File: src/hdl/acbc_pkg.sv
// shared types and constants for the audio block continuity checker
// no dependencies
package acbc_pkg;

   localparam int BUS_W       = 3;
   localparam int FRAMES_W    = 11;
   localparam int BYTES_W     = 16;
   localparam int SEQ_W       = 48;
   localparam int TIME_W      = 64;
   localparam int EXP_SEQ_W   = 49;
   localparam int VERDICT_W   = 2;
   localparam int RATE_W      = 17;
   localparam int CHAN_W      = 4;
   localparam int REQ_DATA_W  = 304;
   localparam int RSP_DATA_W  = 56;
   localparam int CSR_ADDR_W  = 5;
   localparam int CSR_DATA_W  = 64;
   localparam int MUL_A_W     = 32;
   localparam int MUL_P_W     = 62;

   localparam logic [29:0] NS_PER_SEC = 30'd1000000000;

   localparam int DEF_BUS_COUNT        = 6;
   localparam int DEF_MAX_BLOCK_FRAMES = 1024;
   localparam int DEF_SEQUENCE_BITS    = 48;

   typedef enum logic [1:0] {
      REG_SAMPLE_RATE = 2'd0,
      REG_CHANNEL_COUNT = 2'd1,
      REG_ORIGIN_TIME = 2'd2
   } reg_index_type;

   typedef enum logic [1:0] {
      VERDICT_PLAIN = 2'd0,
      VERDICT_GAP = 2'd1,
      VERDICT_REJECT = 2'd2
   } verdict_type;

   typedef enum logic [3:0] {
      ST_IDLE,
      ST_EVAL,
      ST_DIV_A,
      ST_MUL_LO,
      ST_MUL_HI,
      ST_MUL_REM,
      ST_DIV_B_GO,
      ST_DIV_B,
      ST_SUM,
      ST_FIN_A,
      ST_FIN_B,
      ST_OUT
   } state_type;

endpackage

File: src/hdl/audio_block_continuity_checker_unit.sv
// a block that reaches the time test takes two passes of the serial divider plus multiply and add steps
// before its result word; an early reject goes straight from the checks to the result word
// one word at a time: the next word is taken only once the result word is taken
// reset: synchronous, clears the per-bus sequence and frame totals and loads register defaults
// depends on acbc_pkg, acbc_div, acbc_mul
module audio_block_continuity_checker_unit #(
   parameter int BUS_COUNT        = acbc_pkg::DEF_BUS_COUNT,
   parameter int MAX_BLOCK_FRAMES = acbc_pkg::DEF_MAX_BLOCK_FRAMES,
   parameter int SEQUENCE_BITS    = acbc_pkg::DEF_SEQUENCE_BITS
) (
   input  logic                                 clock,
   input  logic                                 reset,
   input  logic                                 req_tvalid,
   output logic                                 req_tready,
   // bus_index, frame_count, byte_count, block_sequence, block_time_ns,
   // gap_length, gap_start_sequence, gap_time_ns
   input  logic [acbc_pkg::REQ_DATA_W-1:0]      req_tdata,
   output logic                                 rsp_tvalid,
   input  logic                                 rsp_tready,
   // verdict, expected_sequence
   output logic [acbc_pkg::RSP_DATA_W-1:0]      rsp_tdata,
   input  logic                                 csr_psel,
   input  logic                                 csr_penable,
   input  logic                                 csr_pwrite,
   input  logic [acbc_pkg::CSR_ADDR_W-1:0]      csr_paddr,
   input  logic [acbc_pkg::CSR_DATA_W-1:0]      csr_pwdata,
   output logic [acbc_pkg::CSR_DATA_W-1:0]      csr_prdata,
   output logic                                 csr_pready
);

   localparam int BIX_W = (BUS_COUNT > 1) ? $clog2(BUS_COUNT) : 1;
   localparam logic [63:0] SEQ_MAX = (64'd1 << SEQUENCE_BITS) - 64'd1;

   acbc_pkg::state_type state_ff, state_in;

   logic [acbc_pkg::RATE_W-1:0]    sr_ff;
   logic [acbc_pkg::CHAN_W-1:0]    cc_ff;
   logic [acbc_pkg::TIME_W-1:0]    origin_ff;

   logic [acbc_pkg::EXP_SEQ_W-1:0] nes_ff [BUS_COUNT];
   logic [acbc_pkg::TIME_W-1:0]    fsf_ff [BUS_COUNT];

   logic [acbc_pkg::BUS_W-1:0]     bus_ff;
   logic [acbc_pkg::FRAMES_W-1:0]  frames_ff;
   logic [acbc_pkg::BYTES_W-1:0]   bytes_ff;
   logic [acbc_pkg::SEQ_W-1:0]     seq_ff;
   logic [acbc_pkg::TIME_W-1:0]    btime_ff;
   logic [acbc_pkg::SEQ_W-1:0]     glen_ff;
   logic [acbc_pkg::SEQ_W-1:0]     gstart_ff;
   logic [acbc_pkg::TIME_W-1:0]    gtime_ff;

   logic [acbc_pkg::TIME_W-1:0]    secs_ff;
   logic [acbc_pkg::RATE_W-1:0]    rem_ff;
   logic [acbc_pkg::MUL_P_W-1:0]   prod_lo_ff;
   logic [acbc_pkg::MUL_P_W-1:0]   prod_hi_ff;
   logic [acbc_pkg::TIME_W-1:0]    big_ff;
   logic                           ok_ff;
   logic [acbc_pkg::TIME_W-1:0]    want_ff;
   logic [acbc_pkg::VERDICT_W-1:0] verdict_ff;

   logic                           in_range;
   logic [BIX_W-1:0]               bix;
   logic                           csr_wr;
   logic                           eval_ok;
   logic                           plain;
   logic [16:0]                    byte_want;
   logic [acbc_pkg::TIME_W:0]      fsf_sum;
   logic [acbc_pkg::EXP_SEQ_W-1:0] gap_end;
   logic [93:0]                    big_sum;
   logic [acbc_pkg::TIME_W-1:0]    delta;
   logic [acbc_pkg::TIME_W-1:0]    stamp;
   logic                           stamp_ok;
   logic [acbc_pkg::EXP_SEQ_W-1:0] exp_out;

   logic                           div_start;
   logic [acbc_pkg::TIME_W-1:0]    div_dividend;
   logic                           div_done;
   logic [acbc_pkg::TIME_W-1:0]    div_quot;
   logic [acbc_pkg::RATE_W-1:0]    div_rem;
   logic [acbc_pkg::MUL_A_W-1:0]   mul_a;
   logic [acbc_pkg::MUL_P_W-1:0]   mul_p;

   acbc_div u_div (
      .clock    (clock),
      .reset    (reset),
      .start    (div_start),
      .dividend (div_dividend),
      .divisor  (sr_ff),
      .done     (div_done),
      .quot     (div_quot),
      .rem      (div_rem)
   );

   acbc_mul u_mul (
      .clock (clock),
      .mul_a (mul_a),
      .mul_p (mul_p)
   );

   // config port
   assign csr_pready = 1'b1;
   assign csr_wr     = csr_psel && csr_penable && csr_pwrite;

   always_comb begin
      case (acbc_pkg::reg_index_type'(csr_paddr[4:3]))
         acbc_pkg::REG_SAMPLE_RATE:   csr_prdata = acbc_pkg::CSR_DATA_W'(sr_ff);
         acbc_pkg::REG_CHANNEL_COUNT: csr_prdata = acbc_pkg::CSR_DATA_W'(cc_ff);
         acbc_pkg::REG_ORIGIN_TIME:   csr_prdata = origin_ff;
         default:                     csr_prdata = '0;
      endcase
   end

   // checks that need no arithmetic unit
   assign in_range  = {1'b0, bus_ff} < (acbc_pkg::BUS_W + 1)'(BUS_COUNT);
   assign bix       = bus_ff[BIX_W-1:0];
   assign plain     = glen_ff == '0;
   assign byte_want = 17'(cc_ff) * 17'(frames_ff) * 17'd4;
   assign fsf_sum   = {1'b0, fsf_ff[bix]} + (acbc_pkg::TIME_W + 1)'(frames_ff);
   assign gap_end   = acbc_pkg::EXP_SEQ_W'(gstart_ff) + acbc_pkg::EXP_SEQ_W'(glen_ff);

   always_comb begin
      eval_ok = in_range && (frames_ff != '0)
         && (32'(frames_ff) <= 32'(MAX_BLOCK_FRAMES))
         && ({1'b0, bytes_ff} == byte_want)
         && (64'(seq_ff) <= SEQ_MAX)
         && (sr_ff != '0);
      if (plain) begin
         eval_ok = eval_ok && (acbc_pkg::EXP_SEQ_W'(seq_ff) == nes_ff[bix])
            && !fsf_sum[acbc_pkg::TIME_W];
      end else begin
         eval_ok = eval_ok && (acbc_pkg::EXP_SEQ_W'(gstart_ff) == nes_ff[bix])
            && (64'(gstart_ff) <= SEQ_MAX)
            && (gap_end == acbc_pkg::EXP_SEQ_W'(seq_ff));
      end
   end

   assign big_sum  = 94'(prod_lo_ff) + (94'(prod_hi_ff) << 32);
   assign delta    = big_ff + acbc_pkg::TIME_W'(secs_ff[29:0]);
   assign stamp    = plain ? btime_ff : gtime_ff;
   assign stamp_ok = (stamp == want_ff)
      || (({1'b0, want_ff} + 65'd1) == {1'b0, stamp})
      || (({1'b0, stamp} + 65'd1) == {1'b0, want_ff});
   assign exp_out  = in_range ? nes_ff[bix] : '0;

   // next state
   always_comb begin
      state_in = state_ff;
      unique case (state_ff)
         acbc_pkg::ST_IDLE:     if (req_tvalid) state_in = acbc_pkg::ST_EVAL;
         acbc_pkg::ST_EVAL:     state_in = eval_ok ? acbc_pkg::ST_DIV_A : acbc_pkg::ST_OUT;
         acbc_pkg::ST_DIV_A:    if (div_done) state_in = acbc_pkg::ST_MUL_LO;
         acbc_pkg::ST_MUL_LO:   state_in = acbc_pkg::ST_MUL_HI;
         acbc_pkg::ST_MUL_HI:   state_in = acbc_pkg::ST_MUL_REM;
         acbc_pkg::ST_MUL_REM:  state_in = acbc_pkg::ST_DIV_B_GO;
         acbc_pkg::ST_DIV_B_GO: state_in = acbc_pkg::ST_DIV_B;
         acbc_pkg::ST_DIV_B:    if (div_done) state_in = acbc_pkg::ST_SUM;
         acbc_pkg::ST_SUM:      state_in = acbc_pkg::ST_FIN_A;
         acbc_pkg::ST_FIN_A:    state_in = acbc_pkg::ST_FIN_B;
         acbc_pkg::ST_FIN_B:    state_in = acbc_pkg::ST_OUT;
         acbc_pkg::ST_OUT:      if (rsp_tready) state_in = acbc_pkg::ST_IDLE;
         default:               state_in = acbc_pkg::ST_IDLE;
      endcase
   end

   // outputs
   always_comb begin
      req_tready   = 1'b0;
      rsp_tvalid   = 1'b0;
      div_start    = 1'b0;
      div_dividend = fsf_ff[bix];
      mul_a        = secs_ff[31:0];
      unique case (state_ff)
         acbc_pkg::ST_IDLE:     req_tready = 1'b1;
         acbc_pkg::ST_EVAL:     div_start = eval_ok;
         acbc_pkg::ST_MUL_HI:   mul_a = secs_ff[63:32];
         acbc_pkg::ST_MUL_REM:  mul_a = acbc_pkg::MUL_A_W'(rem_ff);
         acbc_pkg::ST_DIV_B_GO: begin
            div_start    = 1'b1;
            div_dividend = acbc_pkg::TIME_W'(mul_p);
         end
         acbc_pkg::ST_OUT:      rsp_tvalid = 1'b1;
         default:               ;
      endcase
   end

   assign rsp_tdata = acbc_pkg::RSP_DATA_W'({exp_out, verdict_ff});

   always_ff @(posedge clock) begin
      if (reset) begin
         state_ff  <= acbc_pkg::ST_IDLE;
         sr_ff     <= 17'd48000;
         cc_ff     <= 4'd2;
         origin_ff <= '0;
         for (int i = 0; i < BUS_COUNT; i++) begin
            nes_ff[i] <= '0;
            fsf_ff[i] <= '0;
         end
      end else begin
         state_ff <= state_in;
         if (csr_wr) begin
            case (acbc_pkg::reg_index_type'(csr_paddr[4:3]))
               acbc_pkg::REG_SAMPLE_RATE:   sr_ff <= csr_pwdata[acbc_pkg::RATE_W-1:0];
               acbc_pkg::REG_CHANNEL_COUNT: cc_ff <= csr_pwdata[acbc_pkg::CHAN_W-1:0];
               acbc_pkg::REG_ORIGIN_TIME:   origin_ff <= csr_pwdata;
               default:                     ;
            endcase
         end
         if (state_ff == acbc_pkg::ST_FIN_B && plain && ok_ff && stamp_ok) begin
            nes_ff[bix] <= acbc_pkg::EXP_SEQ_W'(seq_ff) + 1'b1;
            fsf_ff[bix] <= fsf_sum[acbc_pkg::TIME_W-1:0];
         end
      end
   end

   // item datapath
   always_ff @(posedge clock) begin
      unique case (state_ff)
         acbc_pkg::ST_IDLE: begin
            bus_ff    <= req_tdata[2:0];
            frames_ff <= req_tdata[13:3];
            bytes_ff  <= req_tdata[29:14];
            seq_ff    <= req_tdata[77:30];
            btime_ff  <= req_tdata[141:78];
            glen_ff   <= req_tdata[189:142];
            gstart_ff <= req_tdata[237:190];
            gtime_ff  <= req_tdata[301:238];
         end
         acbc_pkg::ST_EVAL:    verdict_ff <= acbc_pkg::VERDICT_REJECT;
         acbc_pkg::ST_DIV_A: begin
            secs_ff <= div_quot;
            rem_ff  <= div_rem;
         end
         acbc_pkg::ST_MUL_HI:  prod_lo_ff <= mul_p;
         acbc_pkg::ST_MUL_REM: prod_hi_ff <= mul_p;
         acbc_pkg::ST_DIV_B:   secs_ff <= div_quot;
         acbc_pkg::ST_SUM: begin
            big_ff <= big_sum[63:0];
            ok_ff  <= (big_sum[93:64] == '0) && (big_sum[63:0] <= ~origin_ff);
         end
         acbc_pkg::ST_FIN_A: begin
            ok_ff   <= ok_ff && (delta <= ~origin_ff);
            want_ff <= origin_ff + delta;
         end
         acbc_pkg::ST_FIN_B: begin
            if (ok_ff && stamp_ok) begin
               verdict_ff <= plain ? acbc_pkg::VERDICT_PLAIN : acbc_pkg::VERDICT_GAP;
            end
         end
         default: ;
      endcase
   end

endmodule

File: src/hdl/acbc_div.sv
// serial restoring divider, one quotient bit per cycle
// depends on acbc_pkg
module acbc_div (
   input  logic                                 clock,
   input  logic                                 reset,
   input  logic                                 start,
   input  logic [acbc_pkg::TIME_W-1:0]          dividend,
   input  logic [acbc_pkg::RATE_W-1:0]          divisor,
   output logic                                 done,
   output logic [acbc_pkg::TIME_W-1:0]          quot,
   output logic [acbc_pkg::RATE_W-1:0]          rem
);

   localparam int CNT_W = $clog2(acbc_pkg::TIME_W);

   logic                               busy_ff, busy_in;
   logic                               done_ff, done_in;
   logic [CNT_W-1:0]                   cnt_ff, cnt_in;
   logic [acbc_pkg::TIME_W-1:0]        q_ff, q_in;
   logic [acbc_pkg::RATE_W-1:0]        r_ff, r_in;
   logic [acbc_pkg::RATE_W:0]          r_sh;
   logic                               fits;

   always_comb begin
      r_sh    = {r_ff, q_ff[acbc_pkg::TIME_W-1]};
      fits    = r_sh >= {1'b0, divisor};
      busy_in = busy_ff;
      done_in = 1'b0;
      cnt_in  = cnt_ff;
      q_in    = q_ff;
      r_in    = r_ff;
      if (start) begin
         busy_in = 1'b1;
         cnt_in  = '0;
         q_in    = dividend;
         r_in    = '0;
      end else if (busy_ff) begin
         q_in   = {q_ff[acbc_pkg::TIME_W-2:0], fits};
         r_in   = fits ? acbc_pkg::RATE_W'(r_sh - {1'b0, divisor})
                       : r_sh[acbc_pkg::RATE_W-1:0];
         cnt_in = cnt_ff + 1'b1;
         if (cnt_ff == CNT_W'(acbc_pkg::TIME_W - 1)) begin
            busy_in = 1'b0;
            done_in = 1'b1;
         end
      end
   end

   always_ff @(posedge clock) begin
      if (reset) begin
         busy_ff <= 1'b0;
         done_ff <= 1'b0;
         cnt_ff  <= '0;
      end else begin
         busy_ff <= busy_in;
         done_ff <= done_in;
         cnt_ff  <= cnt_in;
      end
      q_ff <= q_in;
      r_ff <= r_in;
   end

   assign done = done_ff;
   assign quot = q_ff;
   assign rem  = r_ff;

endmodule

File: src/hdl/acbc_mul.sv
// registered multiplier by one second in nanoseconds
// depends on acbc_pkg
module acbc_mul (
   input  logic                                 clock,
   input  logic [acbc_pkg::MUL_A_W-1:0]         mul_a,
   output logic [acbc_pkg::MUL_P_W-1:0]         mul_p
);

   logic [acbc_pkg::MUL_P_W-1:0] p_ff, p_in;

   assign p_in = acbc_pkg::MUL_P_W'(mul_a) * acbc_pkg::MUL_P_W'(acbc_pkg::NS_PER_SEC);

   always_ff @(posedge clock) begin
      p_ff <= p_in;
   end

   assign mul_p = p_ff;

endmodule

File: config.mk
export PLATFORM = sky130hd
export DESIGN_NAME = audio_block_continuity_checker_unit
export DESIGN_NICKNAME = d
export VERILOG_FILES = /design/src/hdl/acbc_pkg.sv /design/src/hdl/audio_block_continuity_checker_unit.sv /design/src/hdl/acbc_div.sv /design/src/hdl/acbc_mul.sv
export SDC_FILE = /design/constraint.sdc
export NUM_CORES = 2
export LEC_CHECK = 0
export BUFFER_PORTS_ARGS = -buffer_cell sky130_fd_sc_hd__buf_2
export CELL_PAD_IN_SITES_DETAIL_PLACEMENT = 1
export CELL_PAD_IN_SITES_GLOBAL_PLACEMENT = 2
export CORE_MARGIN = 10
export CORE_UTILIZATION = 43
export CTS_CLUSTER_DIAMETER = 30
export CTS_CLUSTER_SIZE = 20
export DETAILED_ROUTE_END_ITERATION = 10
export GPL_TIMING_DRIVEN = 0
export PLACE_DENSITY = 0.92
export SYNTH_ARGS = -nofsm -noshare
export SYNTH_HDL_FRONTEND = slang
export SYNTH_SLANG_ARGS = --single-unit
export TNS_END_PERCENT = 10
File: constraint.sdc
create_clock -name clock -period 52.3 [get_ports clock]
set_clock_uncertainty 0.1 [all_clocks]
set_input_delay 10.46 -clock clock [delete_from_list [all_inputs] [get_ports clock]]
set_output_delay 10.46 -clock clock [all_outputs]
set_load 0.02 [all_outputs]
; Yosys cells after proc, flatten, opt, wreduce, memory -nomap -nowiden
; Memories as Yosys holds them, arrays and structs flattened. A register that Yosys moved wholly into a read port is not among the register bits.
; Cells that the tools add are included.
[totals]
inputBits = 380
ff_bits = 851
word_cells = 150
ramBits = 678
mem_count = 2
output_inout_bits = 123
[classes]
n_lt_le_gt_ge = 5
multipliers = 2
add_sub_neg = 10
mux = 39
n_reduce_logical = 38
n_bitwise = 2
n_eq_ne = 26
[mem_list]
columns = memory, depth, word_bits, read_ports, rd_ports_with_merged_regs, wr, line_no
row1 = fsf_ff, 6, 64, 1, 1, 6, audio_block_continuity_checker_unit.sv:41  ; logic [acbc_pkg::TIME_W-1:0] fsf_ff [BUS_COUNT];
row2 = nes_ff, 6, 49, 1, 1, 6, audio_block_continuity_checker_unit.sv:40  ; logic [acbc_pkg::EXP_SEQ_W-1:0] nes_ff [BUS_COUNT];
[op_table]
columns = operator, count
row1 = $mux 64, 5
row2 = $pmux 64 s3, 1
row3 = $add 64x1->65 const B, 2
row4 = $eq 65x64->1, 2
row5 = $le 64x64->1, 2
row6 = $eq 48x49->1, 2
row7 = $mux 49, 2
row8 = $add 62x94->94, 1
row9 = $add 64x11->65, 1
row10 = $add 64x30->64, 1
row11 = $add 64x64->64, 1
row12 = $eq 64x64->1, 1
row13 = $not 64->64, 1
row14 = $pmux 32 s2, 1
row15 = $reduce_or 64->1, 1
row16 = $mul 32x21->53 const B, 1
row17 = $add 48x1->49 const B, 1
row18 = $add 48x48->49, 1
row19 = $eq 49x48->1, 1
row20 = $reduce_or 49->1, 1
row21 = $logic_not 48->1, 1
row22 = $pmux 4 s12, 1
row23 = $logic_not 30->1, 1
row24 = $mux 4, 5
row25 = 35 further kinds, 85

; Logic depth before layout (Yosys ltp)
[logic_depth]
depth_word = 11
ltp_mapped = 33
mapped_depth_nobuf = 31

; Hierarchy
; Synthesis repeated with hierarchy kept, for this count alone.
[hier_totals]
cells_unflattened = 9318
hier_area_um2 = 108213.8
[by_module_without_submodules]
columns = mod, n_inst, area_each_um2, cells_per_inst, seq_area_each_um2
row1 = audio_block_continuity_checker_unit, 1, 88934.0, 7493, 48146.2
row2 = acbc_mul, 1, 14674.1, 1454, 1061.0
row3 = acbc_div, 1, 4605.7, 371, 2422.3

; Worst setup path before layout
; No wires, ideal clock.
[synth_timing]
kind = reg-to-output
from = register state_ff[0]
to = output req_tready
path_buffers = 0
stages_incl_launch_ff = 2
arrival_ns = 30.014
setup_slack_ns = 11.726
cell_sequence = dfxtp_1 nor4_1
[synth_via]
elab_chain_len = 2
[synth_rtl]
columns = item, line_no
row1 = from (decl), audio_block_continuity_checker_unit.sv:34  ; acbc_pkg::state_type state_ff, state_in;
row2 = from (signal assigned), audio_block_continuity_checker_unit.sv:190  ; state_ff <= acbc_pkg::ST_IDLE;
row3 = from (signal assigned), audio_block_continuity_checker_unit.sv:199  ; state_ff <= state_in;
row4 = $logic_not 4->1, audio_block_continuity_checker_unit.sv:172  ; unique case (state_ff)
row5 = $mux 1, audio_block_continuity_checker_unit.sv:172
row6 = to (decl), audio_block_continuity_checker_unit.sv:14  ; output logic req_tready,
; No other way between the ends.

; Final worst setup path
[layout_timing]
from = input csr_paddr[4] in the netlist's numbering
to = output csr_prdata[3] in the netlist's numbering
[layout_via]
elab_chain_len = 2
[layout_rtl]
columns = item, line_no
row1 = from (decl), audio_block_continuity_checker_unit.sv:25  ; input logic [acbc_pkg::CSR_ADDR_W-1:0] csr_paddr,
row2 = "$eq 2x2->1, or another cell as far along", audio_block_continuity_checker_unit.sv:105  ; case (acbc_pkg::reg_index_type'(csr_paddr[4:3]))
row3 = $pmux 64 s3 *, audio_block_continuity_checker_unit.sv:105
row4 = to (decl), audio_block_continuity_checker_unit.sv:27  ; output logic [acbc_pkg::CSR_DATA_W-1:0] csr_prdata,
; Mark *: on every way between the ends. The rest lies on a longest branch, timed or not.

==> results.toml <==
[status]
status = "complete, but fails checks"
violations = "max-capacitance violations, max-slew violations"

[synth]
synth.most_common_cell = "edfxtp_1"
syn_area_um2 = 105000
ys_top_cells_by_area = "edfxtp_1 (45%), fa_1 (6.3%), ha_1 (6.2%)"
synth-main-ff-cell = "edfxtp_1"
synth_seq_cells = 1749
async_flop_share_pct = 0
yosys-top-cells-count = "edfxtp_1 (1,579), nor4_1 (652), inv_1 (591)"
syn_avg_cell_area_um2 = 11.7
yosysSeqAreaShare_pct = 48.3
yosysTopAreaCellShare_pct = 45.1
yosysUniqueCellTypes = 104
ys_warn_count = 0
syn_inst = 9010
synth_edf_count = 1579
synth_top_area_cell = "edfxtp_1"

[clock_tree]
holdBufCountCts = 0
post_cts_resized = 0
ctsHtreeMaxLevel = 5
clkLatencyLatePin_ns = 1.01
path_clk_slew_ns = 0.05
cts.sinks = 1749
cts_tree = "yes"
cts-root-buf = "clkbuf_16"
cts.path.max_buffers = 4
tritoncts.num_buffers = 358
cts_setup_buffers = 0

[finish]
multi_input_area_um2 = 50200
seqCellArea_um2 = 50800
fill_cells = 25400
instances_no_fill = 13500
layout-drive-gt1-share_pct = 16.3
final_nets = 11200
syn_to_final_growth_pct = 19.2
final_cell_area_um2 = 125000

[timing]
fin_crit_sh_pct = 45.7
relSlewSlack_pct = -16.3
maxSlewViolCount = 43
grt_setup_unrepaired = "no"
setup_viol = 0
worstMarginPinSlew_ns = 1.70
layout_min_cycle_time_ns = 23.89
hold_viol = 0
max_freq_mhz = 41.9

[grt]
grt_pass1_vias = 92600
grt_max_degree = 65
grt_overflow_total = 0
grt_pass1_wl_um = 680000
track_usage_pct = 35.3
antenna_found_initial = 53

[setup_path]
required_ns = 41.74
cp-end-kind = "output port"
r2r_slack_ns = 40.65
critPathKind = "input port to output port"
crit_fanout = 10
r2r_cells = 22
critPathLaunchType = "input port"
critPathSlowestCell = "clkbuf_1"
r2r_end = "fsf_ff[7][46]"
critPathMaxStageDelay_ns = 0.92
crit_chain = "buf_2, nor2b_1, clkbuf_1, clkbuf_1, nand2_1, o21ai_0, buf_2"
cp_data_arrival_time_ns = 13.33

[place]
place_congestion = 1.03
hpwl_um = 361000
dp.cells = 12800
dpl_cell_area_um2 = 113000
io_buffers = 490

[detailed_routing]
postRouteWirelength_um = 483000
vias_per_cell = 6.61
drt_iter0_markers = 11700
firstDrtPassIters = 6
vias = 89100
ant_nets = 0
drc = 0
wl_per_cell_um = 35.8

[floorplan]
fp.dieW_um = 515
core.rowCount = 181
io_pins = 503
die_area_um2 = 265000
core_um2 = 243000
start_util_pct = 43.2
fp.dieH_um = 515

[job]
maxCapViolCount = 7

[min_path]
hp-class = "flop to flop"
whs_endpoint = "secs_ff[32]"
hold_depth = 0
min_from = "u_div.quot[32]"
metal layers:
layer | up-vias | GRT usage [%] | wire length (um)
li1 | 35900 | - | -
met1 | 44700 | 41.4 | 169000
met2 | 6620 | 56.3 | 220000
met4 | 22 | 23.6 | 40200
met3 | 1892 | 10.2 | 53600
met5 | - | 0 | 147
state kept, by name (all words and copies together) (netlist names), 48 cells and up, named ones only:
register     flops
big_ff          55
glen_ff         48
u_div.quot      64
seq_ff          48
btime_ff        64
want_ff         64
gstart_ff       48
secs_ff         64
nes_ff         392
fsf_ff         512
prod_lo_ff      53
prod_hi_ff      53
gtime_ff        64
origin_ff       64
u_mul.mul_p     53
cells in the final DEF, fill, tap and decap left out, types with 53 or more instances in the layout:
| master | count |
|---|---|
| a21o_1 | 121 |
| a21oi_1 | 405 |
| and2_1 | 128 |
| and3_1 | 100 |
| buf_2 | 587 |
| buf_4 | 53 |
| buf_6 | 60 |
| clkbuf_1 | 378 |
| clkbuf_16 | 364 |
| dfxtp_1 | 170 |
| edfxtp_1 | 1579 |
| fa_1 | 329 |
| ha_1 | 520 |
| inv_1 | 590 |
| mux2i_1 | 181 |
| mux4_2 | 214 |
| nand2_1 | 547 |
| nand2b_1 | 104 |
| nand3_1 | 191 |
| nand4_1 | 170 |
| nor2_1 | 567 |
| nor2b_1 | 153 |
| nor3_1 | 118 |
| nor4_1 | 650 |
| o21a_1 | 89 |
| o21ai_0 | 198 |
| xnor2_1 | 346 |
| xor2_1 | 228 |
cells by family (layout without fill, tap and decap cells):
group / after synthesis / count (layout) / share of synthesized area [%]
buf+inv: 1086 / 2333 / 4.13
fa+ha+maj: 852 / 852 / 12.5
simple gates: 2941 / 2941 / 14.8
compound gates: 1354 / 1354 / 8.56
other cells: 2 / 32 / 0.00714
mux: 450 / 450 / 6.89
flops: 1749 / 1749 / 48.3
xor+xnor: 576 / 576 / 4.83
final cells by class:
| cell class | instances | area share [%] |
|---|---|---|
| buffer | 493 | 1.70 |
| sequential | 1749 | 40.5 |
| tap | 3202 | 3.20 |
| inverter | 593 | 1.78 |
| multi-input combinational | 6179 | 40.0 |
| clock inverter | 223 | 2.03 |
| timing repair buffer | 612 | 3.19 |
| clock buffer | 412 | 7.51 |
| antenna | 26 | 0.0519 |
worst max-delay path: cells and delay by family:
kind            cells  cell delay, ns
buf+inv             4            2.07
compound gates      1            0.44
simple gates        2            0.32
how the worst max path moves through the flow:
stage,slack [ns],start,endpoint
finish,28.41,csr_paddr[4],csr_prdata[3]
CTS,28.38,csr_paddr[4],csr_prdata[3]
floorplan,11.73,state_ff[0],req_tready
global placement,-4.89,state_ff[0],req_tready
detailed placement,28.38,csr_paddr[4],csr_prdata[3]
global route,28.46,csr_paddr[4],csr_prdata[3]
per-stage QoR:
stage	TNS, ns	setup WS (ns)	utilization (%)	hold WS [ns]
final	0	28.41	51.5	0.319
after global placement	-4.89	-4.89	45.9	0.329
after CTS	0	28.38	51.5	0.312
after global routing	0	28.46	51.5	0.346
after floorplan	0	11.73	-	0.319
after detailed placement	0	28.38	46.6	0.338
Power is left out: the tool's default activity adds up to more than one toggle a clock period on the data nets, which glitch-free logic cannot reach.
